==> config.mk <==
export PLATFORM = sky130hd
export DESIGN_NAME = battery_power_supervisor_flat
export DESIGN_NICKNAME = d
export VERILOG_FILES = /design/src/rtl/bps_pkg.sv /design/src/rtl/bps_ifs.sv /design/src/rtl/bps_csr.sv /design/src/rtl/bps_core.sv /design/src/rtl/bps_out.sv /design/src/rtl/battery_power_supervisor.sv /design/src/flat_wrapper.sv
export SDC_FILE = /design/constraint.sdc
export NUM_CORES = 1
export LEC_CHECK = 0
export BUFFER_PORTS_ARGS = -buffer_cell sky130_fd_sc_hd__buf_2
export CORE_MARGIN = 2
export CORE_UTILIZATION = 30
export CTS_CLUSTER_SIZE = 16
export DETAILED_ROUTE_END_ITERATION = 6
export HOLD_SLACK_MARGIN = 0.08
export PLACE_DENSITY = 0.43
export RECOVER_POWER = 25
export SYNTH_ARGS = -nofsm -noshare
export SYNTH_HDL_FRONTEND = slang
export SYNTH_SLANG_ARGS = --single-unit
==> constraint.sdc <==
create_clock -name clock -period 10.9 [get_ports clock]
set_clock_uncertainty 0.2 [all_clocks]
set_input_delay 0 -clock clock [delete_from_list [all_inputs] [get_ports clock]]
set_output_delay 0 -clock clock [all_outputs]
set_load 0.02 [all_outputs]
==> src/rtl/bps_pkg.sv <==
// shared types and constants of the battery power supervisor
package bps_pkg;

   localparam int LEVEL_W  = 8;
   localparam int TICKS_W  = 16;
   localparam int FUNC_W   = 2;
   localparam int CMD_W    = 8;
   localparam int LED_W    = 2;
   localparam int STREAK_W = 4;
   localparam int EMERG_W  = 6;
   localparam int CNT_W    = 2;
   localparam int NBYTES   = 3;
   localparam int ADDR_W   = 5;
   localparam int DATA_W   = 32;
   localparam int REG_W    = 3;

   // transaction kinds
   localparam logic [FUNC_W-1:0] FUNC_TICK = 2'd0;
   localparam logic [FUNC_W-1:0] FUNC_CMD  = 2'd1;
   localparam logic [FUNC_W-1:0] FUNC_READ = 2'd2;

   // led codes
   localparam logic [LED_W-1:0] LED_OFF    = 2'd0;
   localparam logic [LED_W-1:0] LED_GREEN  = 2'd1;
   localparam logic [LED_W-1:0] LED_YELLOW = 2'd2;
   localparam logic [LED_W-1:0] LED_RED    = 2'd3;

   // bus command bytes
   localparam logic [CMD_W-1:0] SEL_NONE     = 8'h00;
   localparam logic [CMD_W-1:0] SEL_LEVEL    = 8'h01;
   localparam logic [CMD_W-1:0] SEL_FLAG     = 8'h02;
   localparam logic [CMD_W-1:0] CMD_ARM      = 8'h03;
   localparam logic [CMD_W-1:0] CMD_DISARM   = 8'h04;
   localparam logic [CMD_W-1:0] SEL_ALL      = 8'h10;
   localparam logic [CMD_W-1:0] SEL_STARTUP  = 8'h11;
   localparam logic [CMD_W-1:0] SEL_SHUTDOWN = 8'h12;
   localparam logic [CMD_W-1:0] SEL_EMERG    = 8'h13;

   // configuration register indexes
   localparam logic [REG_W-1:0] REG_STARTUP   = 3'd0;
   localparam logic [REG_W-1:0] REG_SHUTDOWN  = 3'd1;
   localparam logic [REG_W-1:0] REG_EMERG     = 3'd2;
   localparam logic [REG_W-1:0] REG_WD_LIMIT  = 3'd3;
   localparam logic [REG_W-1:0] REG_BOOT_WAIT = 3'd4;

   // register reset values
   localparam logic [LEVEL_W-1:0] RST_STARTUP   = 8'd210;
   localparam logic [LEVEL_W-1:0] RST_SHUTDOWN  = 8'd208;
   localparam logic [LEVEL_W-1:0] RST_EMERG     = 8'd196;
   localparam logic [TICKS_W-1:0] RST_WD_LIMIT  = 16'd3000;
   localparam logic [TICKS_W-1:0] RST_BOOT_WAIT = 16'd600;

   localparam logic [TICKS_W-1:0]         WD_MAX     = 16'hFFFF;
   localparam logic [EMERG_W-1:0]         EMERG_MAX  = 6'd63;
   localparam logic signed [STREAK_W-1:0] STREAK_MAX = 4'sd7;
   localparam logic signed [STREAK_W-1:0] STREAK_MIN = -4'sd8;

   typedef struct packed {
      logic [LEVEL_W-1:0] startup_level;
      logic [LEVEL_W-1:0] shutdown_level;
      logic [LEVEL_W-1:0] emergency_level;
      logic [TICKS_W-1:0] watchdog_limit_ticks;
      logic [TICKS_W-1:0] boot_wait_ticks;
   } cfg_type;

   typedef struct packed {
      logic [FUNC_W-1:0]  func;
      logic [LEVEL_W-1:0] level_sample;
      logic               host_running;
      logic [CMD_W-1:0]   command_byte;
   } item_type;

   // all results caused by one input transaction
   typedef struct packed {
      logic [CNT_W-1:0]               count;
      logic [NBYTES-1:0][LEVEL_W-1:0] data;
      logic                           power_enable;
      logic                           shutdown_request;
      logic [LED_W-1:0]               led_code;
   } bundle_type;

endpackage

==> src/rtl/bps_ifs.sv <==
// request and response channel interfaces
interface bps_req_if;
   logic                         valid;
   logic                         ready;
   logic [bps_pkg::FUNC_W-1:0]   func;
   logic [bps_pkg::LEVEL_W-1:0]  level_sample;
   logic                         host_running;
   logic [bps_pkg::CMD_W-1:0]    command_byte;

   modport source (output valid, func, level_sample, host_running, command_byte,
                   input ready);
   modport sink (input valid, func, level_sample, host_running, command_byte,
                 output ready);
endinterface

interface bps_rsp_if;
   logic                         valid;
   logic                         ready;
   logic [bps_pkg::LEVEL_W-1:0]  read_data;
   logic                         last_byte;
   logic                         power_enable;
   logic                         shutdown_request;
   logic [bps_pkg::LED_W-1:0]    led_code;

   modport source (output valid, read_data, last_byte, power_enable,
                   shutdown_request, led_code, input ready);
   modport sink (input valid, read_data, last_byte, power_enable,
                 shutdown_request, led_code, output ready);
endinterface

==> src/rtl/bps_csr.sv <==
// configuration registers behind the apb-style port
module bps_csr (
   input  logic                          clock,
   input  logic                          reset,
   input  logic                          csr_psel,
   input  logic                          csr_penable,
   input  logic                          csr_pwrite,
   input  logic [bps_pkg::ADDR_W-1:0]    csr_paddr,
   input  logic [bps_pkg::DATA_W-1:0]    csr_pwdata,
   output logic [bps_pkg::DATA_W-1:0]    csr_prdata,
   output logic                          csr_pready,
   output bps_pkg::cfg_type              cfg_o
);

   bps_pkg::cfg_type            cfg_ff;
   bps_pkg::cfg_type            cfg_in;
   logic [bps_pkg::REG_W-1:0]   reg_idx;
   logic                        wr_en;

   assign reg_idx    = csr_paddr[bps_pkg::ADDR_W-1:2];
   assign wr_en      = csr_psel & csr_penable & csr_pwrite;
   assign csr_pready = 1'b1;
   assign cfg_o      = cfg_ff;

   always_comb begin
      cfg_in = cfg_ff;
      if (wr_en) begin
         case (reg_idx)
            bps_pkg::REG_STARTUP:   cfg_in.startup_level   = csr_pwdata[bps_pkg::LEVEL_W-1:0];
            bps_pkg::REG_SHUTDOWN:  cfg_in.shutdown_level  = csr_pwdata[bps_pkg::LEVEL_W-1:0];
            bps_pkg::REG_EMERG:     cfg_in.emergency_level = csr_pwdata[bps_pkg::LEVEL_W-1:0];
            bps_pkg::REG_WD_LIMIT:  cfg_in.watchdog_limit_ticks =
                                       csr_pwdata[bps_pkg::TICKS_W-1:0];
            bps_pkg::REG_BOOT_WAIT: cfg_in.boot_wait_ticks = csr_pwdata[bps_pkg::TICKS_W-1:0];
            default: ;
         endcase
      end
   end

   always_comb begin
      case (reg_idx)
         bps_pkg::REG_STARTUP:   csr_prdata = 32'(cfg_ff.startup_level);
         bps_pkg::REG_SHUTDOWN:  csr_prdata = 32'(cfg_ff.shutdown_level);
         bps_pkg::REG_EMERG:     csr_prdata = 32'(cfg_ff.emergency_level);
         bps_pkg::REG_WD_LIMIT:  csr_prdata = 32'(cfg_ff.watchdog_limit_ticks);
         bps_pkg::REG_BOOT_WAIT: csr_prdata = 32'(cfg_ff.boot_wait_ticks);
         default:                csr_prdata = '0;
      endcase
   end

   always_ff @(posedge clock) begin
      if (reset) begin
         cfg_ff.startup_level        <= bps_pkg::RST_STARTUP;
         cfg_ff.shutdown_level       <= bps_pkg::RST_SHUTDOWN;
         cfg_ff.emergency_level      <= bps_pkg::RST_EMERG;
         cfg_ff.watchdog_limit_ticks <= bps_pkg::RST_WD_LIMIT;
         cfg_ff.boot_wait_ticks      <= bps_pkg::RST_BOOT_WAIT;
      end else begin
         cfg_ff <= cfg_in;
      end
   end

endmodule

==> src/rtl/bps_core.sv <==
// supervisor state and the one-pass update for one transaction
module bps_core #(
   parameter int STREAK_LIMIT         = 5,
   parameter int EMERGENCY_LIMIT      = 50,
   parameter int CYCLE_OFF_TICKS      = 10,
   parameter int WATCHDOG_OFF_TICKS   = 3,
   parameter int EMERGENCY_HOLD_TICKS = 9
) (
   input  logic                 clock,
   input  logic                 reset,
   input  logic                 step_i,
   input  bps_pkg::item_type    item_i,
   input  bps_pkg::cfg_type     cfg_i,
   output bps_pkg::bundle_type  bundle_o
);

   localparam logic signed [bps_pkg::STREAK_W-1:0] STREAK_HI = 4'(STREAK_LIMIT);
   localparam logic signed [bps_pkg::STREAK_W-1:0] STREAK_LO = -STREAK_HI;
   localparam logic [bps_pkg::EMERG_W-1:0] EMERG_LIM  = 6'(EMERGENCY_LIMIT);
   localparam logic [bps_pkg::TICKS_W-1:0] CYCLE_OFF  = 16'(CYCLE_OFF_TICKS);
   localparam logic [bps_pkg::TICKS_W-1:0] WD_OFF     = 16'(WATCHDOG_OFF_TICKS);
   localparam logic [bps_pkg::TICKS_W-1:0] EMERG_HOLD = 16'(EMERGENCY_HOLD_TICKS);

   logic [bps_pkg::LEVEL_W-1:0]         last_level_ff, last_level_in;
   logic [bps_pkg::CMD_W-1:0]           read_select_ff, read_select_in;
   logic                                armed_ff, armed_in;
   logic [bps_pkg::TICKS_W-1:0]         wd_count_ff, wd_count_in;
   logic signed [bps_pkg::STREAK_W-1:0] streak_ff, streak_in;
   logic [bps_pkg::EMERG_W-1:0]         emerg_ff, emerg_in;
   logic                                power_ff, power_in;
   logic                                flag_ff, flag_in;
   logic                                blink_ff, blink_in;
   logic [bps_pkg::LED_W-1:0]           led_ff, led_in;
   logic [bps_pkg::TICKS_W-1:0]         wait_ff, wait_in;
   logic                                pend_on_ff, pend_on_in;
   logic                                pend_boot_ff, pend_boot_in;
   logic [bps_pkg::LEVEL_W-1:0]         lvl;

   assign lvl = item_i.level_sample;

   always_comb begin
      last_level_in  = last_level_ff;
      read_select_in = read_select_ff;
      armed_in       = armed_ff;
      wd_count_in    = wd_count_ff;
      streak_in      = streak_ff;
      emerg_in       = emerg_ff;
      power_in       = power_ff;
      flag_in        = flag_ff;
      blink_in       = blink_ff;
      led_in         = led_ff;
      wait_in        = wait_ff;
      pend_on_in     = pend_on_ff;
      pend_boot_in   = pend_boot_ff;
      bundle_o.count = '0;
      bundle_o.data  = '0;
      if (step_i) begin
         case (item_i.func)
            bps_pkg::FUNC_TICK: begin
               bundle_o.count = 2'd1;
               if (armed_ff && wd_count_ff != bps_pkg::WD_MAX) begin
                  wd_count_in = wd_count_ff + 16'd1;
               end
               if (wait_ff != '0) begin
                  // waiting: only count down, then finish pending actions
                  wait_in = wait_ff - 16'd1;
                  if (wait_in == '0) begin
                     if (pend_on_ff) begin
                        pend_on_in = 1'b0;
                        led_in     = bps_pkg::LED_GREEN;
                        power_in   = 1'b1;
                        flag_in    = 1'b0;
                     end
                     if (pend_boot_ff) begin
                        pend_boot_in = 1'b0;
                        wait_in      = cfg_i.boot_wait_ticks;
                     end
                  end
               end else begin
                  last_level_in = lvl;
                  if (armed_ff && wd_count_in > cfg_i.watchdog_limit_ticks) begin
                     // watchdog trip: power cycle the host
                     led_in       = bps_pkg::LED_YELLOW;
                     power_in     = 1'b0;
                     flag_in      = 1'b1;
                     wd_count_in  = '0;
                     pend_on_in   = 1'b1;
                     pend_boot_in = 1'b0;
                     wait_in      = WD_OFF;
                  end else if (lvl <= cfg_i.emergency_level) begin
                     if (emerg_ff != bps_pkg::EMERG_MAX) begin
                        emerg_in = emerg_ff + 6'd1;
                     end
                     if (emerg_in > EMERG_LIM) begin
                        led_in   = bps_pkg::LED_RED;
                        power_in = 1'b0;
                        flag_in  = 1'b1;
                        wait_in  = EMERG_HOLD;
                     end
                  end else if (lvl > cfg_i.startup_level) begin
                     emerg_in = '0;
                     if (streak_ff > STREAK_HI) begin
                        if (!power_ff) begin
                           led_in   = bps_pkg::LED_GREEN;
                           power_in = 1'b1;
                           flag_in  = 1'b0;
                           wait_in  = cfg_i.boot_wait_ticks;
                        end else if (!item_i.host_running) begin
                           led_in       = bps_pkg::LED_YELLOW;
                           power_in     = 1'b0;
                           flag_in      = 1'b1;
                           pend_on_in   = 1'b1;
                           pend_boot_in = 1'b1;
                           wait_in      = CYCLE_OFF;
                        end else begin
                           flag_in  = 1'b0;
                           blink_in = !blink_ff;
                           led_in   = blink_in ? bps_pkg::LED_GREEN : bps_pkg::LED_OFF;
                        end
                     end else begin
                        streak_in = (streak_ff < 4'sd0) ? 4'sd0 : streak_ff;
                        if (streak_in < bps_pkg::STREAK_MAX) begin
                           streak_in = streak_in + 4'sd1;
                        end
                     end
                  end else if (lvl <= cfg_i.shutdown_level) begin
                     emerg_in = '0;
                     if (streak_ff < STREAK_LO) begin
                        if (item_i.host_running) begin
                           flag_in  = 1'b1;
                           blink_in = !blink_ff;
                           led_in   = blink_in ? bps_pkg::LED_YELLOW : bps_pkg::LED_OFF;
                        end else if (power_ff) begin
                           power_in = 1'b0;
                           flag_in  = 1'b1;
                           led_in   = bps_pkg::LED_OFF;
                        end
                     end else begin
                        streak_in = (streak_ff > 4'sd0) ? 4'sd0 : streak_ff;
                        if (streak_in > bps_pkg::STREAK_MIN) begin
                           streak_in = streak_in - 4'sd1;
                        end
                     end
                  end
               end
            end
            bps_pkg::FUNC_CMD: begin
               if (item_i.command_byte inside {bps_pkg::SEL_LEVEL, bps_pkg::SEL_FLAG,
                                               [bps_pkg::SEL_ALL:bps_pkg::SEL_EMERG]}) begin
                  read_select_in = item_i.command_byte;
               end else if (item_i.command_byte == bps_pkg::CMD_ARM) begin
                  armed_in    = 1'b1;
                  wd_count_in = '0;
               end else if (item_i.command_byte == bps_pkg::CMD_DISARM) begin
                  armed_in    = 1'b0;
                  wd_count_in = '0;
               end
            end
            bps_pkg::FUNC_READ: begin
               if (armed_ff) begin
                  wd_count_in = '0;
               end
               case (read_select_ff)
                  bps_pkg::SEL_LEVEL: begin
                     bundle_o.count   = 2'd1;
                     bundle_o.data[0] = last_level_ff;
                  end
                  bps_pkg::SEL_FLAG: begin
                     bundle_o.count   = 2'd1;
                     bundle_o.data[0] = 8'(flag_ff);
                  end
                  bps_pkg::SEL_ALL: begin
                     bundle_o.count   = 2'd3;
                     bundle_o.data[0] = cfg_i.startup_level;
                     bundle_o.data[1] = cfg_i.shutdown_level;
                     bundle_o.data[2] = cfg_i.emergency_level;
                  end
                  bps_pkg::SEL_STARTUP: begin
                     bundle_o.count   = 2'd1;
                     bundle_o.data[0] = cfg_i.startup_level;
                  end
                  bps_pkg::SEL_SHUTDOWN: begin
                     bundle_o.count   = 2'd1;
                     bundle_o.data[0] = cfg_i.shutdown_level;
                  end
                  bps_pkg::SEL_EMERG: begin
                     bundle_o.count   = 2'd1;
                     bundle_o.data[0] = cfg_i.emergency_level;
                  end
                  default: ;
               endcase
            end
            default: ;
         endcase
      end
      bundle_o.power_enable     = power_in;
      bundle_o.shutdown_request = flag_in;
      bundle_o.led_code         = led_in;
   end

   always_ff @(posedge clock) begin
      if (reset) begin
         last_level_ff  <= '0;
         read_select_ff <= bps_pkg::SEL_NONE;
         armed_ff       <= 1'b0;
         wd_count_ff    <= '0;
         streak_ff      <= '0;
         emerg_ff       <= '0;
         power_ff       <= 1'b0;
         flag_ff        <= 1'b0;
         blink_ff       <= 1'b0;
         led_ff         <= bps_pkg::LED_OFF;
         wait_ff        <= '0;
         pend_on_ff     <= 1'b0;
         pend_boot_ff   <= 1'b0;
      end else begin
         last_level_ff  <= last_level_in;
         read_select_ff <= read_select_in;
         armed_ff       <= armed_in;
         wd_count_ff    <= wd_count_in;
         streak_ff      <= streak_in;
         emerg_ff       <= emerg_in;
         power_ff       <= power_in;
         flag_ff        <= flag_in;
         blink_ff       <= blink_in;
         led_ff         <= led_in;
         wait_ff        <= wait_in;
         pend_on_ff     <= pend_on_in;
         pend_boot_ff   <= pend_boot_in;
      end
   end

endmodule

==> src/rtl/bps_out.sv <==
// result register that hands out a transaction's results one per cycle while the receiver is ready
module bps_out (
   input  logic                 clock,
   input  logic                 reset,
   input  logic                 step_i,
   input  bps_pkg::bundle_type  bundle_i,
   output logic                 free_o,
   bps_rsp_if.source            rsp_ch
);

   logic                        valid_ff, valid_in;
   logic [bps_pkg::CNT_W-1:0]   idx_ff, idx_in;
   bps_pkg::bundle_type         bundle_ff, bundle_in;
   logic                        last;
   logic                        take;
   logic                        load;

   assign last   = (idx_ff == bundle_ff.count - 2'd1);
   assign take   = valid_ff & rsp_ch.ready;
   assign free_o = !valid_ff || (rsp_ch.ready && last);
   assign load   = step_i && (bundle_i.count != '0);

   assign rsp_ch.valid            = valid_ff;
   assign rsp_ch.read_data        = bundle_ff.data[idx_ff];
   assign rsp_ch.last_byte        = last;
   assign rsp_ch.power_enable     = bundle_ff.power_enable;
   assign rsp_ch.shutdown_request = bundle_ff.shutdown_request;
   assign rsp_ch.led_code         = bundle_ff.led_code;

   always_comb begin
      valid_in  = valid_ff;
      idx_in    = idx_ff;
      bundle_in = bundle_ff;
      if (take && !last) begin
         idx_in = idx_ff + 2'd1;
      end
      if (load) begin
         valid_in  = 1'b1;
         idx_in    = '0;
         bundle_in = bundle_i;
      end else if (take && last) begin
         valid_in = 1'b0;
      end
   end

   always_ff @(posedge clock) begin
      if (reset) begin
         valid_ff <= 1'b0;
         idx_ff   <= '0;
      end else begin
         valid_ff <= valid_in;
         idx_ff   <= idx_in;
      end
   end

   always_ff @(posedge clock) begin
      bundle_ff <= bundle_in;
   end

endmodule

==> src/rtl/battery_power_supervisor.sv <==
// top level of the battery power supervisor
//
// req_ch carries one transaction per tick (level and host pin), bus command
// byte or bus read request. rsp_ch returns one result per tick, one per byte
// of the selected register on a read (three for the threshold block), none
// for a command. the csr_ port is an apb-style port holding the thresholds,
// the watchdog limit and the boot wait.
// a transaction is taken into an input register; when the result register
// is free, the core logic updates the supervisor state and loads the
// results into the result register. throughput is one transaction per
// cycle while the receiver takes results; a read of the threshold block
// holds the result register until all three of its bytes are taken.
// reset restores the register defaults and clears all supervisor state.
// when the receiver stalls, the result register holds; one more transaction
// waits in the input register and then req_ch.ready drops.
module battery_power_supervisor #(
   parameter int STREAK_LIMIT         = 5,
   parameter int EMERGENCY_LIMIT      = 50,
   parameter int CYCLE_OFF_TICKS      = 10,
   parameter int WATCHDOG_OFF_TICKS   = 3,
   parameter int EMERGENCY_HOLD_TICKS = 9
) (
   input  logic                          clock,
   input  logic                          reset,
   bps_req_if.sink                       req_ch,
   bps_rsp_if.source                     rsp_ch,
   input  logic                          csr_psel,
   input  logic                          csr_penable,
   input  logic                          csr_pwrite,
   input  logic [bps_pkg::ADDR_W-1:0]    csr_paddr,
   input  logic [bps_pkg::DATA_W-1:0]    csr_pwdata,
   output logic [bps_pkg::DATA_W-1:0]    csr_prdata,
   output logic                          csr_pready
);

   bps_pkg::cfg_type     cfg;
   bps_pkg::bundle_type  bundle;
   bps_pkg::item_type    item_ff, item_in;
   logic                 in_valid_ff, in_valid_in;
   logic                 out_free;
   logic                 step;
   logic                 req_take;

   // input register advances when the result register can take its results
   assign step         = in_valid_ff & out_free;
   assign req_ch.ready = !in_valid_ff || step;
   assign req_take     = req_ch.valid & req_ch.ready;

   always_comb begin
      in_valid_in = in_valid_ff;
      item_in     = item_ff;
      if (req_take) begin
         in_valid_in          = 1'b1;
         item_in.func         = req_ch.func;
         item_in.level_sample = req_ch.level_sample;
         item_in.host_running = req_ch.host_running;
         item_in.command_byte = req_ch.command_byte;
      end else if (step) begin
         in_valid_in = 1'b0;
      end
   end

   always_ff @(posedge clock) begin
      if (reset) begin
         in_valid_ff <= 1'b0;
      end else begin
         in_valid_ff <= in_valid_in;
      end
   end

   // payload, no reset needed
   always_ff @(posedge clock) begin
      item_ff <= item_in;
   end

   bps_csr u_csr (
      .clock       (clock),
      .reset       (reset),
      .csr_psel    (csr_psel),
      .csr_penable (csr_penable),
      .csr_pwrite  (csr_pwrite),
      .csr_paddr   (csr_paddr),
      .csr_pwdata  (csr_pwdata),
      .csr_prdata  (csr_prdata),
      .csr_pready  (csr_pready),
      .cfg_o       (cfg)
   );

   bps_core #(
      .STREAK_LIMIT         (STREAK_LIMIT),
      .EMERGENCY_LIMIT      (EMERGENCY_LIMIT),
      .CYCLE_OFF_TICKS      (CYCLE_OFF_TICKS),
      .WATCHDOG_OFF_TICKS   (WATCHDOG_OFF_TICKS),
      .EMERGENCY_HOLD_TICKS (EMERGENCY_HOLD_TICKS)
   ) u_core (
      .clock    (clock),
      .reset    (reset),
      .step_i   (step),
      .item_i   (item_ff),
      .cfg_i    (cfg),
      .bundle_o (bundle)
   );

   bps_out u_out (
      .clock    (clock),
      .reset    (reset),
      .step_i   (step),
      .bundle_i (bundle),
      .free_o   (out_free),
      .rsp_ch   (rsp_ch)
   );

endmodule

==> src/flat_wrapper.sv <==
// flat-port wrapper written by rule: the top's interface ports become plain ports
module battery_power_supervisor_flat 
#(
   parameter int STREAK_LIMIT         = 5,
   parameter int EMERGENCY_LIMIT      = 50,
   parameter int CYCLE_OFF_TICKS      = 10,
   parameter int WATCHDOG_OFF_TICKS   = 3,
   parameter int EMERGENCY_HOLD_TICKS = 9
)
  (clock, reset, csr_psel, csr_penable, csr_pwrite, csr_paddr, csr_pwdata, csr_prdata, csr_pready, req_ch_valid, req_ch_func, req_ch_level_sample, req_ch_host_running, req_ch_command_byte, req_ch_ready, rsp_ch_valid, rsp_ch_read_data, rsp_ch_last_byte, rsp_ch_power_enable, rsp_ch_shutdown_request, rsp_ch_led_code, rsp_ch_ready);
  bps_req_if req_ch_i ();
  bps_rsp_if rsp_ch_i ();
  input  logic clock;
  input  logic reset;
  input  logic csr_psel;
  input  logic csr_penable;
  input  logic csr_pwrite;
  input  logic [bps_pkg::ADDR_W-1:0] csr_paddr;
  input  logic [bps_pkg::DATA_W-1:0] csr_pwdata;
  output logic [bps_pkg::DATA_W-1:0] csr_prdata;
  output logic csr_pready;
  input wire logic [$bits(req_ch_i.valid)-1:0] req_ch_valid;
  input wire logic [$bits(req_ch_i.func)-1:0] req_ch_func;
  input wire logic [$bits(req_ch_i.level_sample)-1:0] req_ch_level_sample;
  input wire logic [$bits(req_ch_i.host_running)-1:0] req_ch_host_running;
  input wire logic [$bits(req_ch_i.command_byte)-1:0] req_ch_command_byte;
  output wire logic [$bits(req_ch_i.ready)-1:0] req_ch_ready;
  output wire logic [$bits(rsp_ch_i.valid)-1:0] rsp_ch_valid;
  output wire logic [$bits(rsp_ch_i.read_data)-1:0] rsp_ch_read_data;
  output wire logic [$bits(rsp_ch_i.last_byte)-1:0] rsp_ch_last_byte;
  output wire logic [$bits(rsp_ch_i.power_enable)-1:0] rsp_ch_power_enable;
  output wire logic [$bits(rsp_ch_i.shutdown_request)-1:0] rsp_ch_shutdown_request;
  output wire logic [$bits(rsp_ch_i.led_code)-1:0] rsp_ch_led_code;
  input wire logic [$bits(rsp_ch_i.ready)-1:0] rsp_ch_ready;
  assign req_ch_i.valid = req_ch_valid;
  assign req_ch_i.func = req_ch_func;
  assign req_ch_i.level_sample = req_ch_level_sample;
  assign req_ch_i.host_running = req_ch_host_running;
  assign req_ch_i.command_byte = req_ch_command_byte;
  assign req_ch_ready = req_ch_i.ready;
  assign rsp_ch_valid = rsp_ch_i.valid;
  assign rsp_ch_read_data = rsp_ch_i.read_data;
  assign rsp_ch_last_byte = rsp_ch_i.last_byte;
  assign rsp_ch_power_enable = rsp_ch_i.power_enable;
  assign rsp_ch_shutdown_request = rsp_ch_i.shutdown_request;
  assign rsp_ch_led_code = rsp_ch_i.led_code;
  assign rsp_ch_i.ready = rsp_ch_ready;
  battery_power_supervisor #(.STREAK_LIMIT(STREAK_LIMIT), .EMERGENCY_LIMIT(EMERGENCY_LIMIT), .CYCLE_OFF_TICKS(CYCLE_OFF_TICKS), .WATCHDOG_OFF_TICKS(WATCHDOG_OFF_TICKS), .EMERGENCY_HOLD_TICKS(EMERGENCY_HOLD_TICKS)) u_core (.clock(clock), .reset(reset), .req_ch(req_ch_i), .rsp_ch(rsp_ch_i), .csr_psel(csr_psel), .csr_penable(csr_penable), .csr_pwrite(csr_pwrite), .csr_paddr(csr_paddr), .csr_pwdata(csr_pwdata), .csr_prdata(csr_prdata), .csr_pready(csr_pready));
endmodule
Word-level counts from Yosys, hierarchy flattened
Cells that the tools add are included.

storage, ports and cells
  bits in registers = 175
  bits in latches = 0
  memory bits (writable) = 0
  bits in read-only memories = 0
  output and inout port bits = 48
  memories kept = 0

operators by class
  add/sub/neg operators = 7
  multipliers = 0
  divide/modulo/power cells = 0
  $lt $le $gt $ge = 14
  equality and inequality tests = 31
  shift-type cells = 0
  muxes and demuxes = 117
  bitwise logic cells = 9
  reductions and logical operators = 50

operator list
  kind                                                 number
  2-to-1 mux 16 bit                                    20
  one-hot mux 16 bit (5 select lines)                  1
  2-to-1 mux 1 bit                                     54
  2-to-1 mux 6 bit                                     9
  one-hot mux 16 bit (3 select lines)                  1
  one-hot mux 8 bit (5 select lines)                   1
  2-to-1 mux 2 bit                                     17
  == test 8 x 5 -> 1 bit (second input constant)       4
  2-to-1 mux 4 bit                                     8
  2-to-1 mux 26 bit                                    1
  == test 8 x 2 -> 1 bit (second input constant)       3
  2-to-1 mux 24 bit                                    1
  nonzero test 3 bit                                   6
  adder 16 x 1 -> 16 bit (second input constant)       1
  binary-select mux 8 bit (select 2 bit)               1
  == test 8 x 1 -> 1 bit (second input constant)       2
  > comparator 16 bit                                  1
  <= comparator 8 bit                                  2
  zero test 16 bit                                     1
  inequality test 16 bit (second input constant)       1
  AND reduction 8 bit                                  2
  nonzero test 16 bit                                  1
  subtractor 16 x 1 -> 16 bit (second input constant)  1
  AND reduction 2 bit                                  6
  other kinds (45)                                     83

Longest topological paths before layout
Gate-level depths: netlist of the first run.

  depth after elaboration = 19
  gate-level depth with buffers = 18
  mapped depth without buffers = 17

Hierarchy
From an unflattened synthesis of the first run, not the netlist that was laid out.

unflattened totals
  cell total of the unflattened synthesis = 1205
  area total of the unflattened synthesis = 10779.1 um^2

by module, submodules not included
  module                    instances  cells an instance  area each (um^2)  seq. area each (um^2)
  bps_core                  1          804                6028.3            1321.3
  bps_csr                   1          295                2844.0            1121.1
  bps_out                   1          81                 1273.7            960.9
  battery_power_supervisor  1          25                 633.1             590.6

Least setup slack after synthesis of the first run
OpenSTA, ideal clock, no wires.

  path kind = flip-flop to flip-flop
  start point = reg u_core.u_core.wd_count_ff[0] (netlist bit)
  end point = reg u_core.u_out.bundle_ff (netlist bit u_core.u_out.rsp_ch.led_code[1]), data pin
  arrival time = 3.942 ns
  setup slack = 6.495 ns
  stages on the path, launching flop included = 19
  period minus slack after synthesis = 4.405 ns
  path through = dfxtp_1 > ha_1 > nand3_1 > nor4_1 > a211oi_1 > nand2_1 > nor2_1 > nand2_1 > xnor2_1 > ha_1 > nand4_1 > or4_1 > o21ai_0 > a31oi_1 > clkbuf_1 > nor3_1 > o311ai_0 > a31oi_1 > nor3_1

RTL lines
  element                   line             RTL
  start: declaration        bps_core.sv:27   logic [bps_pkg::TICKS_W-1:0] wd_count_ff, wd_count_in;
  start signal: assignment  bps_core.sv:220  wd_count_ff <= wd_count_in;
  end signal: assignment    bps_out.sv:57    bundle_ff <= bundle_in;
  end: declaration          bps_out.sv:13    bps_pkg::bundle_type bundle_ff, bundle_in;

==> results.md, run 1 <==
* CTS tree: done
* Post-synthesis cell area at 9910 sq um
* CP max-delay cell: clkbuf_1
* Post-synthesis sequential area ratio at 0.403
* Ant diodes at 0
* Yosys warning count at 0
* Crit path DAT at between 5 and 6 ns
* Area grow syn2layout at 19.5%
* Violated checks: capacitance limit, slew limit
* Final Util at 0.364
* Die Wd at 186 microns
* FFs w/ async S/R, synth at 0
* Total area of sequential cells at 3990 sq um
* Maximum capacitance violations at 2
* Hold slack at between 0.1 and 0.15 ns
* Post-synth EDFFs at 49
* Post-CTS Resized at 0
* Syn_area_per_cell at 8.69 sq um
* Slew Limit Fails at 122
* Final Setup Violations at 0
* Final setup TNS at 0 ns
* Largest delay share family, worst path: buffers and inverters
* Hold Buf Count CTS at 68
* Layout net count at 1360
* Seq cells post-synth at 175
* HP Class: in -> reg
* Root buffer cell: clkbuf_16
* Port Buf Inserts at 75
* Status: finished, violations left
* Worst ir drop on vdd at around 0.11 mV
* DP Wirelength at ~23 mm
* WL/cell at between 15 and 20 microns
* CTS H-tree lvls at 4
* CP Class: in -> reg
* Fill cells at 3393
* CP Data Required Time at 11.03 ns
* Worst-Margin Slew at approximately 4.3 ns
* Final WL at 31.4 mm
* FMAX at 176 MHz
* Ys flop type: dfxtp_1
* Die H at 186 microns
* Clock Tree Buf Depth at 2
* Multi-input gate area at 5390 sq um
* Die ar. at approximately 35000 sq um
* Largest net degree at the start of global routing at 88
* Clock buffer count from CTS at 17
* Leak at 4.49 nW
* PwrDens at 124 nW/um^2
* GP Congestion at 0.812
* Slew Limit Headroom at -1.88
* Standard-cell rows at between 60 and 70
* Setup crit start kind: input port
* Final WS setup at between 5 and 6 ns
* Hold Violations, Final at 0
* DRT iter0 DRCs at ~600
* Sink Count at around 180
* Period utilization at 0.522
* Initial Util at 0.305
* Max FO, Critical Path at 87
* Total core area at roughly 33000 sq um
* CP Buf/Inv Count at 3
* Drt first pass iters at 5
* RSZ-0062 raised after global routing: false
* Setup Slack @ Placement at 5.70 ns
* Worst setup EP type: register
* Crit path cell chain: dlygate4sd3_1 -> clkbuf_1 -> clkbuf_1 -> nor2_1 -> and2_1
* Yosys cell types at 84
* Vias/cell at 5.09
* Crit-path most repeated cell: clkbuf_1
* First-pass GRT wire length at 49.1 mm
* Clock latency at the later pin of the worst-skew pair at 0.45 ns
* Vias in the first global route at 8265
* Gr ovfl total at 0
* Post-CTS Setup Repair Bufs at 0
* Antenna violation net count after detailed routing at 0
* Post-layout min period at 5.69 ns
* Crit-path max cell delay at 3.10 ns
* Post-synthesis cell count at 1141
* Routed vias at 8653
* Clock transition at path regs at 0.08 ns
* I/O pins at 111
* Share of layout cells above drive strength 1 at 0.104
* Total Routing Usage GR at 0.188
* Initial antenna violation count at 0
* Drt drc at 0
==> placed cells by master (no fill, tap or decap), drive strengths merged, types with 5 or more instances in the layout <==
| master | count |
|---|---|
| a211o | 20 |
| a211oi | 22 |
| a21o | 12 |
| a21oi | 76 |
| a222oi | 7 |
| a22o | 9 |
| a22oi | 28 |
| a2bb2oi | 6 |
| a31oi | 9 |
| and2 | 31 |
| and3 | 8 |
| buf | 70 |
| clkbuf | 33 |
| clkinv | 6 |
| conb | 17 |
| dfxtp | 126 |
| dlygate4sd3 | 68 |
| edfxtp | 49 |
| ha | 51 |
| inv | 59 |
| mux2i | 29 |
| nand2 | 147 |
| nand2b | 7 |
| nand3 | 27 |
| nand3b | 9 |
| nand4 | 18 |
| nor2 | 104 |
| nor2b | 15 |
| nor3 | 23 |
| nor3b | 8 |
| nor4 | 6 |
| o211ai | 7 |
| o21ai | 38 |
| o22ai | 9 |
| o31ai | 5 |
| or2 | 6 |
| or3 | 9 |
| or4 | 6 |
| xnor2 | 15 |
| xor2 | 13 |
==> worst paths after layout <==
path / startpoint / end / slack [ns] / depth (start not counted)
setup / recovery: reset / u_core.u_core.read_select_ff[6] / 5.21 / 5
hold / removal: csr_pwrite / u_core.u_csr.cfg_o[2] / 0.11 / 6
setup reg to reg: u_core.u_core.wd_count_ff[6] / u_core.u_out.rsp_ch.led_code[1] / 5.60 / 17
hold reg to reg: u_core.u_core.pend_on_ff / u_core.u_core.pend_on_ff / 0.25 / 2
==> registers in the layout, indices dropped and copies added, names as in the netlist, 2 cells and up <==
| register | cells |
|---|---|
| u_core.item_ff | 19 |
| u_core.u_core.emerg_ff | 6 |
| u_core.u_core.last_level_ff | 8 |
| u_core.u_core.led_ff | 2 |
| u_core.u_core.read_select_ff | 8 |
| u_core.u_core.streak_ff | 4 |
| u_core.u_core.wait_ff | 16 |
| u_core.u_core.wd_count_ff | 16 |
| u_core.u_csr.cfg_o | 56 |
| u_core.u_out.bundle_ff | 26 |
| u_core.u_out.idx_ff | 2 |
| u_core.u_out.rsp_ch.led_code | 2 |
==> logic make-up (layout without fill, tap and decap cells) <==
| family | count (synthesis) | in the layout | share of synthesized area |
|---|---|---|---|
| fa+ha+maj | 51 | 51 | 0.0644 |
| xor+xnor | 28 | 28 | 0.0247 |
| flops | 175 | 175 | 0.403 |
| buf+inv | 137 | 240 | 0.0608 |
| mux | 32 | 32 | 0.0327 |
| simple gates | 434 | 434 | 0.214 |
| compound gates | 282 | 282 | 0.200 |
| other cells | 2 | 17 | 0.000758 |
==> per-stage QoR <==
stage | instances | area, sq um | power [mW]
finish | 1701 | 11800 | 1.47
global route | 1701 | 11800 | 1.53
CTS | 1701 | 11900 | 1.49
detailed placement | 1601 | 10600 | 0.840
global placement | 1601 | 10600 | 0.839
floorplan | 1156 | 9970 | 0.797
==> where the power goes <==
part	leakage, nW	switching (mW)	total (mW)	internal (mW)
Sequential	1.49	0.0102	0.687	0.677
Combinational	2.73	0.0958	0.154	0.0586
Clock	0.276	0.316	0.624	0.308
Total	4.49	0.422	1.47	1.04
==> Yosys cell counts (all sizes together), types with 5 or more instances <==
cell type  instances  area (sq um)
nor2b             15          93.8
or4                6          45.0
a22o               9          78.8
xor2              13           114
ha                51           638
nand2b             7          43.8
and3               8          50.1
nand2            147           554
nand3             27           140
inv               54           203
o31ai              5          37.5
dfxtp            126          2520
mux2i             29           290
o22ai              9          56.3
o21ai             38           194
a22oi             28           210
o211ai             7          52.6
a21oi             76           380
and2              31           195
xnor2             15           131
or2                6          37.5
nor2             104           390
edfxtp            49          1470
nand3b             9          67.6
buf               30           201
a211o             20           175
a211oi            22           175
nor3              23           120
a2bb2oi            6          58.8
clkbuf            53           199
nor3b              8          60.1
a21o              12          90.1
nand4             18           113
a222oi             7          70.1
a31oi              9          56.3
nor4               6          58.8
or3                9          56.3
==> metal layers <==
layer	wire, microns	global-route usage	share of wire	vias up
met5	0	0	0	-
met4	329	0.0394	0.010	0
met3	1150	0.0292	0.036	14
met2	14200	0.293	0.45	157
met1	15700	0.274	0.50	4193
li1	-	-	-	4289
==> tightest hold or removal path: stages <==
cell and delay (ns):
buf_2 0.10, nand3_1 0.20, nor2_1 0.07, buf_4 0.20
nand2_1 0.09, a21oi_1 0.05
==> final cells by class <==
cell class                      instances  share of cell area
Multi-Input combinational cell        844               0.455
Sequential cell                       175               0.337
Timing Repair Buffer                  154              0.0942
Tap cell                              442              0.0467
Clock buffer                           17              0.0359
Inverter                               54              0.0171
Clock inverter                         15              0.0145
(Power assumes the default switching activity.)
==> run 2, diff against run 1 <==
--- a/config.mk
+++ b/config.mk
@@ -5,13 +5,14 @@
 export SDC_FILE = /design/constraint.sdc
 export NUM_CORES = 1
 export LEC_CHECK = 0
+export ABC_AREA = 1
 export BUFFER_PORTS_ARGS = -buffer_cell sky130_fd_sc_hd__buf_2
 export CORE_MARGIN = 2
 export CORE_UTILIZATION = 30
 export CTS_CLUSTER_SIZE = 16
 export DETAILED_ROUTE_END_ITERATION = 6
 export HOLD_SLACK_MARGIN = 0.08
-export PLACE_DENSITY = 0.43
+export PLACE_DENSITY = 0.45
 export RECOVER_POWER = 25
 export SYNTH_ARGS = -nofsm -noshare
 export SYNTH_HDL_FRONTEND = slang
==> constraint.sdc (replaced) <==
create_clock -name clock -period 4.6 [get_ports clock]
set_clock_uncertainty 0.2 [all_clocks]
set_input_delay 0 -clock clock [delete_from_list [all_inputs] [get_ports clock]]
set_output_delay 0 -clock clock [all_outputs]
set_load 0.02 [all_outputs]
==> results.md, run 2 <==
* Post-CTS Setup Repair Bufs at 0 (unchanged)
* Post-synthesis cell area at 10500 sq um (+6.1%)
* Drt drc at 0 (unchanged)
* Finished Layout Cells at 2059 (+21%)
* Sink Count at 175 (unchanged)
* Yosys warning count at 0 (unchanged)
* FFs w/ async S/R, synth at 0 (unchanged)
* Worst Hold End: u_core.u_csr.cfg_o[47]
* HP Start: csr_pwrite
* GR Util met2 at 0.305 (+0.0114)
* Crit-path most repeated cell: dlygate4sd3_1
* RSZ-0062 raised after global routing: false
* HP Class: in -> reg
* CP Data Required Time at 4.74 ns (-6.29 ns)
* Area grow syn2layout at 19.0%
* FMAX at 244 MHz
* Share of layout cells above drive strength 1 at 0.0923 (-0.0117)
* CTS tree: done
* Hold slack at 0.127 ns (+0.0223 ns)
* Setup Slack @ Placement at 0.388 ns (-5.31 ns)
* Total area of sequential cells at 3990 sq um (unchanged)
* Max reg flops at 56 (unchanged)
* Post-layout min period at ~4.1 ns
* Worst r2r path cells at 21 (+4)
* Worst R2R Start: u_core.u_core.wd_count_ff[1]
* CP Launch Point: reset
* Seq cells post-synth at 175 (unchanged)
* Vias/cell at 4.83 (-5.0%)
* Crit path cell chain: dlygate4sd3_1 -> buf_2 -> buf_4 -> inv_2 -> clkbuf_1 -> o211ai_1 -> dlygate4sd3_1
* CTS H-tree lvls at 4 (unchanged)
* Final WS setup at 0.503 ns (-4.71 ns)
* Drt first pass iters at 5 (unchanged)
* Worst ir drop on vdd at 0.237 mV (+120%)
* Logic pwr share at 0.115 (+0.010)
* Reg power frac at 0.466 (-0.003)
* Hold Violations, Final at 0 (unchanged)
* Post-synthesis cell count at 1464 (+28%)
* GR Layer Usage met1 at 0.265 (-0.00861)
* Worst setup EP type: register
* Placed cell areas at 11300 sq um (+6.3%)
* P_sw at 0.995 mW (+140%)
* Post-synthesis sequential area ratio at 0.380 (-0.0231)
* Sw frac at 0.284 (-0.00385)
* Cell total after placement at 1957 (+22%)
* Largest net degree at the start of global routing at 61 (-31%)
* Gr ovfl total at 0 (unchanged)
* Largest cells by area after synthesis: dfxtp_1, edfxtp_1, nand2_1
* Commonest non-fill, non-tap cells in the layout: nand2_1, inv_1, nor2_1
* Period utilization at 0.891
* CP max-delay cell: clkbuf_1
* Final Setup Violations at 0 (unchanged)
* Yosys cell types at 52 (-38%)
* Status: finished, violations left
* Worst-Margin Slew at 2.68 ns (-1.63 ns)
* Final Util at 0.362 (-0.00196)
* Initial Util at 0.304 (about the same)
* Clock transition at path regs at 0.08 ns (about the same)
* Worst r2r dst: u_core.u_core.streak_ff[0]
* GP Congestion at 0.823 (+1.4%)
* Port Buf Inserts at 75 (unchanged)
* Leak at 5.41 nW (+21%)
* GR peak layer: met2
* Standard-cell rows at 68 (+3.0%)
* Slew Limit Headroom at -0.789 (+1.09)
* Ys flop type: dfxtp_1
* DP Wirelength at 24.6 mm (+7.6%)
* Violated checks: capacitance limit, slew limit
* Clock latency at the later pin of the worst-skew pair at 0.45 ns (about the same)
* Total Routing Usage GR at 0.190 (+0.00169)
* Clock power frac at 0.419 (-0.007)
* Syn_area_per_cell at 7.18 sq um (-17%)
* Crit path DAT at 4.24 ns (-1.58 ns)
* Die ar. at 36600 sq um (+5.9%)
* Fill cells at 3723 (+9.7%)
* Maximum capacitance violations at 1 (-1)
* Setup crit start kind: input port
* Initial antenna violation count at 0 (unchanged)
* Clock Tree Buf Depth at 2 (unchanged)
* Design Power at 3.50 mW (+140%)
* Final WL at 33.7 mm (+7.4%)
* Antenna violation net count after detailed routing at 0 (unchanged)
* PwrDens at 280 nW/um^2 (+130%)
* Most common cell after layout, fill and taps aside: nand2_1
* Clock buffer count from CTS at 17 (unchanged)
* CP Class: in -> reg
* Routed vias at 9955 (+15%)
* Slew Limit Fails at 61 (-50%)
* DRT iter0 DRCs at 654 (+5.8%)
* First-pass GRT wire length at 53.4 mm (+8.9%)
* R2R setup slack at 0.51 ns (-5.09 ns)
* Total core area at 34500 sq um (+6.2%)
* Final setup TNS at 0 ns (unchanged)
* Crit-path max cell delay at 1.91 ns (-1.19 ns)
* Max FO, Critical Path at 60 (-31%)
* WL/cell at 16.4 microns (-11%)
* Multi-input gate area at 5530 sq um (+2.7%)
* Most frequent cell after synthesis: nand2_1
* Post-route cell area at 12500 sq um (+5.6%)
* Post-synth top area share at 0.240 (-0.0146)
* Post-synth EDFFs at 49 (unchanged)
* Layout net count at 1704 (+25%)
* Largest area contributor in the netlist: dfxtp_1
* Hold path cells at 4 (-2)
* Vias in the first global route at 9597 (+16%)
* Die H at 191 microns (+2.9%)
* Die Wd at 191 microns (+2.9%)
* Commonest cells in the netlist: nand2_1, inv_1, nor2_1, dfxtp_1, a21oi_1
* I/O pins at 111 (unchanged)
* Root buffer cell: clkbuf_16
* P_int at 2.51 mW (+140%)
* Met3 usage at 0.0261 (-0.00308)
[run 2: metal layers]
metal / wire (microns) / vias to the layer above
met2: 15300 / 209
met3: 1250 / 26
met4: 519 / 0
li1: - / 5090
met1: 16700 / 4630
met5: 0 / -
[run 2: worst max path at each step]
stage,to,cells after the start
finish,u_core.u_csr.cfg_o[44],7
global route,u_core.u_core.streak_ff[0],23
CTS,u_core.u_core.streak_ff[0],21
detailed placement,u_core.u_core.streak_ff[0],21
global placement,u_core.u_core.streak_ff[0],21
floorplan,u_core.u_core.wait_ff[12],24
[run 2: power by group through the flow]
stage / logic (mW) / clock network, mW / registers [mW]
final: 0.404 / 1.47 / 1.63
after floorplan: 0.250 / 0 / 1.66
after global routing: 0.454 / 1.56 / 1.64
after global placement: 0.359 / 0 / 1.67
after CTS: 0.407 / 1.51 / 1.63
after detailed placement: 0.363 / 0 / 1.67
[run 2: worst max-delay path: cells and delay by family]
family / cells / cell delay, ns
AO/OA/AOI/OAI: 1 / 0.25
buffers and inverters: 6 / 3.89
[run 2: what timing repair did]
| action | CTS | global route |
|---|---|---|
| hold buffers | 69 | 0 |
| hold endpoints to repair | 113 | 0 |
| resized for setup | 0 | 1 |
| setup endpoints to repair | 0 | 4 |
[run 2: cell families (layout without fill, tap and decap cells)]
family | Yosys count | in the layout | share of synthesized area
compound gates | 312 | 312 | 0.166
fa+ha+maj | 51 | 51 | 0.0607
mux | 2 | 2 | 0.00190
buf+inv | 251 | 375 | 0.100
xor+xnor | 24 | 24 | 0.0207
flops | 175 | 175 | 0.380
simple gates | 647 | 647 | 0.270
other cells | 2 | 18 | 0.000714
[run 2: cell type report]
| class | count | area share |
|---|---|---|
| antenna | 1 | 0.000200 |
| clock buffer | 19 | 0.0371 |
| clock inverter | 13 | 0.00960 |
| inverter | 187 | 0.0565 |
| multi-input combinational | 1053 | 0.442 |
| sequential | 175 | 0.319 |
| tap | 455 | 0.0455 |
| timing repair buffer | 156 | 0.0899 |
==> run 3, diff against run 2 <==
--- a/config.mk
+++ b/config.mk
@@ -9,11 +9,12 @@
 export BUFFER_PORTS_ARGS = -buffer_cell sky130_fd_sc_hd__buf_2
 export CORE_MARGIN = 2
 export CORE_UTILIZATION = 30
+export CTS_BUF_LIST = sky130_fd_sc_hd__clkbuf_8
 export CTS_CLUSTER_SIZE = 16
 export DETAILED_ROUTE_END_ITERATION = 6
 export HOLD_SLACK_MARGIN = 0.08
 export PLACE_DENSITY = 0.45
-export RECOVER_POWER = 25
+export RECOVER_POWER = 100
 export SYNTH_ARGS = -nofsm -noshare
 export SYNTH_HDL_FRONTEND = slang
 export SYNTH_SLANG_ARGS = --single-unit
==> results.md, run 3 (same netlist as run 2, synthesis figures left out) <==
* GP Congestion at 0.823 (unchanged)
* CP Data Required Time at 4.84 ns (+0.10 ns)
* Final WS setup at 0.487 ns (-0.0159 ns)
* Maximum capacitance violations at 1 (unchanged)
* Setup crit start kind: register
* Slew Limit Headroom at -0.798 (-0.00844)
* Largest net degree at the start of global routing at 61 (unchanged)
* Vias in the first global route at 9657 (+0.63%)
* PwrDens at 256 nW/um^2 (-8.7%)
* Total area of sequential cells at 3990 sq um (unchanged)
* Final Setup Violations at 0 (unchanged)
* Worst ir drop on vdd at 0.219 mV (-7.5%)
* Finished Layout Cells at 2069 (+0.49%)
* Initial antenna violation count at 0 (unchanged)
* Die ar. at 36600 sq um (unchanged)
* Sink Count at 175 (unchanged)
* Hold slack at 0.118 ns (-0.00983 ns)
* CTS tree: done
* Area grow syn2layout at 17.8%
* HP Start: csr_pwdata[9]
* Worst R2R Start: u_core.u_out.idx_ff[0]
* Layout net count at 1715 (+0.65%)
* Drt first pass iters at 5 (unchanged)
* Total Routing Usage GR at 0.191 (+0.00106)
* RSZ-0062 raised after global routing: false
* Period utilization at 0.894 (+0.00346)
* DP Wirelength at 24.6 mm (unchanged)
* Initial Util at 0.304 (unchanged)
* Most common cell after layout, fill and taps aside: nand2_1
* Crit-path most repeated cell: nand2_2
* CP max-delay cell: dfxtp_1
* Standard-cell rows at 68 (unchanged)
* Gr ovfl total at 0 (unchanged)
* Worst-Margin Slew at 2.70 ns (+0.0127 ns)
* Post-layout min period at 4.11 ns (+0.0159 ns)
* Clock buffer count from CTS at 17 (unchanged)
* Die H at 191 microns (unchanged)
* Status: finished, violations left
* Max FO, Critical Path at 31 (-48%)
* Share of layout cells above drive strength 1 at 0.0805 (-0.0118)
* Ant diodes at 0 (-1)
* CP Buf/Inv Count at 5 (-1)
* DRT iter0 DRCs at 647 (-1.1%)
* Final setup TNS at 0 ns (unchanged)
* CTS H-tree lvls at 4 (unchanged)
* Max reg flops at 56 (unchanged)
* R2R setup slack at 0.49 ns (-0.02 ns)
* Commonest non-fill, non-tap cells in the layout: nand2_1, inv_1, nor2_1
* Total core area at 34500 sq um (unchanged)
* Antenna violation net count after detailed routing at 0 (unchanged)
* Crit-path max cell delay at 0.61 ns (-1.30 ns)
* Clock transition at path regs at 0.11 ns (+0.03 ns)
* Port Buf Inserts at 75 (unchanged)
* I/O pins at 111 (unchanged)
* Slew Limit Fails at 61 (unchanged)
* Final WL at 34.0 mm (+0.78%)
* FMAX at 243 MHz (-0.39%)
* Vias/cell at 4.87 (+0.72%)
* Die Wd at 191 microns (unchanged)
* Post-CTS Setup Repair Bufs at 0 (unchanged)
* Routed vias at 10075 (+1.2%)
* Clock Tree Buf Depth at 2 (unchanged)
* HP Class: in -> reg
* Largest delay share family, worst path: buffers and inverters
* Hold Violations, Final at 0 (unchanged)
* Crit path DAT at 4.36 ns (+0.12 ns)
* Drt drc at 0 (unchanged)
* CP Class: reg -> reg
* First-pass GRT wire length at 53.7 mm (+0.58%)
* CP Launch Point: u_core.u_out.idx_ff[0]
* Fill cells at 3752 (+0.78%)
* Setup Slack @ Placement at 0.388 ns (unchanged)
* Violated checks: capacitance limit, slew limit
* Crit path cell chain: inv_1 -> nor2_1 -> o21ai_0 -> nand2_2 -> nand2_2 -> nor2_1 -> nand2_1 -> inv_1 -> nand2_2 -> nand2_1 -> buf_4 -> inv_2 -> a31oi_1 -> dlygate4sd3_1
* Leak at 5.30 nW (-2.1%)
* Multi-input gate area at 5510 sq um (-0.43%)
* Root buffer cell: clkbuf_8
* Cell total after placement at 1957 (unchanged)
* Worst setup EP type: register
* Clock latency at the later pin of the worst-skew pair at 0.50 ns (+0.05 ns)
* WL/cell at 16.4 microns (+0.29%)
[run 3: cell types whose count changed in the layout (fill, tap and decap cells not counted), moves of 2 or more]
cell	change
clkbuf_8	+17
o21ai_1	-3
clkbuf_1	+14
o21ai_0	+3
buf_2	-14
nor2_1	+2
clkbuf_16	-18
inv_2	-2
inv_1	+2
dlygate4sd3_1	+11
[run 3: worst paths after layout]
path | to | cells after the start
worst max-delay path | u_core.u_out.rsp_ch.valid | 14
worst min-delay path | u_core.u_csr.cfg_o[25] | 4
worst max register to register | u_core.u_out.rsp_ch.valid | 14
worst min register to register | u_core.u_core.pend_on_ff | 2
[run 3: timing repair]
item,CTS,global route
setup endpoints to repair,0,4
resized for setup,0,1
hold buffers,80,0
endpoints found under the hold margin,138,0
[run 3: power by group]
group          internal [mW]  switching [mW]  leakage (nW)  total, mW
Sequential              1.61          0.0233          1.48       1.63
Clock                  0.463           0.665         0.201       1.13
Combinational          0.141           0.265          3.62      0.406
Total                   2.21           0.953          5.30       3.17
[run 3: final cells by class]
| cell class | count | share of cell area |
|---|---|---|
| Timing Repair Buffer | 167 | 0.0981 |
| Inverter | 187 | 0.0571 |
| Multi-Input combinational cell | 1053 | 0.444 |
| Tap cell | 455 | 0.0460 |
| Clock buffer | 18 | 0.0200 |
| Clock inverter | 14 | 0.0121 |
| Sequential cell | 175 | 0.322 |
[run 3: metrics by stage]
stage / cell area (sq um) / util / power (mW)
2_1_floorplan: 10600 / - / 1.91
3_3_place_gp: 11300 / 0.326 / 2.03
3_5_place_dp: 11300 / 0.326 / 2.03
4_1_cts: 12500 / 0.361 / 3.21
5_1_grt: 12400 / 0.359 / 3.31
6_report: 12400 / 0.359 / 3.17
[run 3: metal layers]
layer,up-vias,wire length (microns),track usage
met5,-,0,0
met4,0,508,0.0524
met3,32,1190,0.0261
met2,204,15400,0.308
met1,4734,16900,0.266
li1,5105,-,-
[run 3: worst min-delay path, cell delays in order]
cell	delay, ns
dlygate4sd3_1	0.53
buf_2	0.13
nand2_1	0.06
o211ai_1	0.06
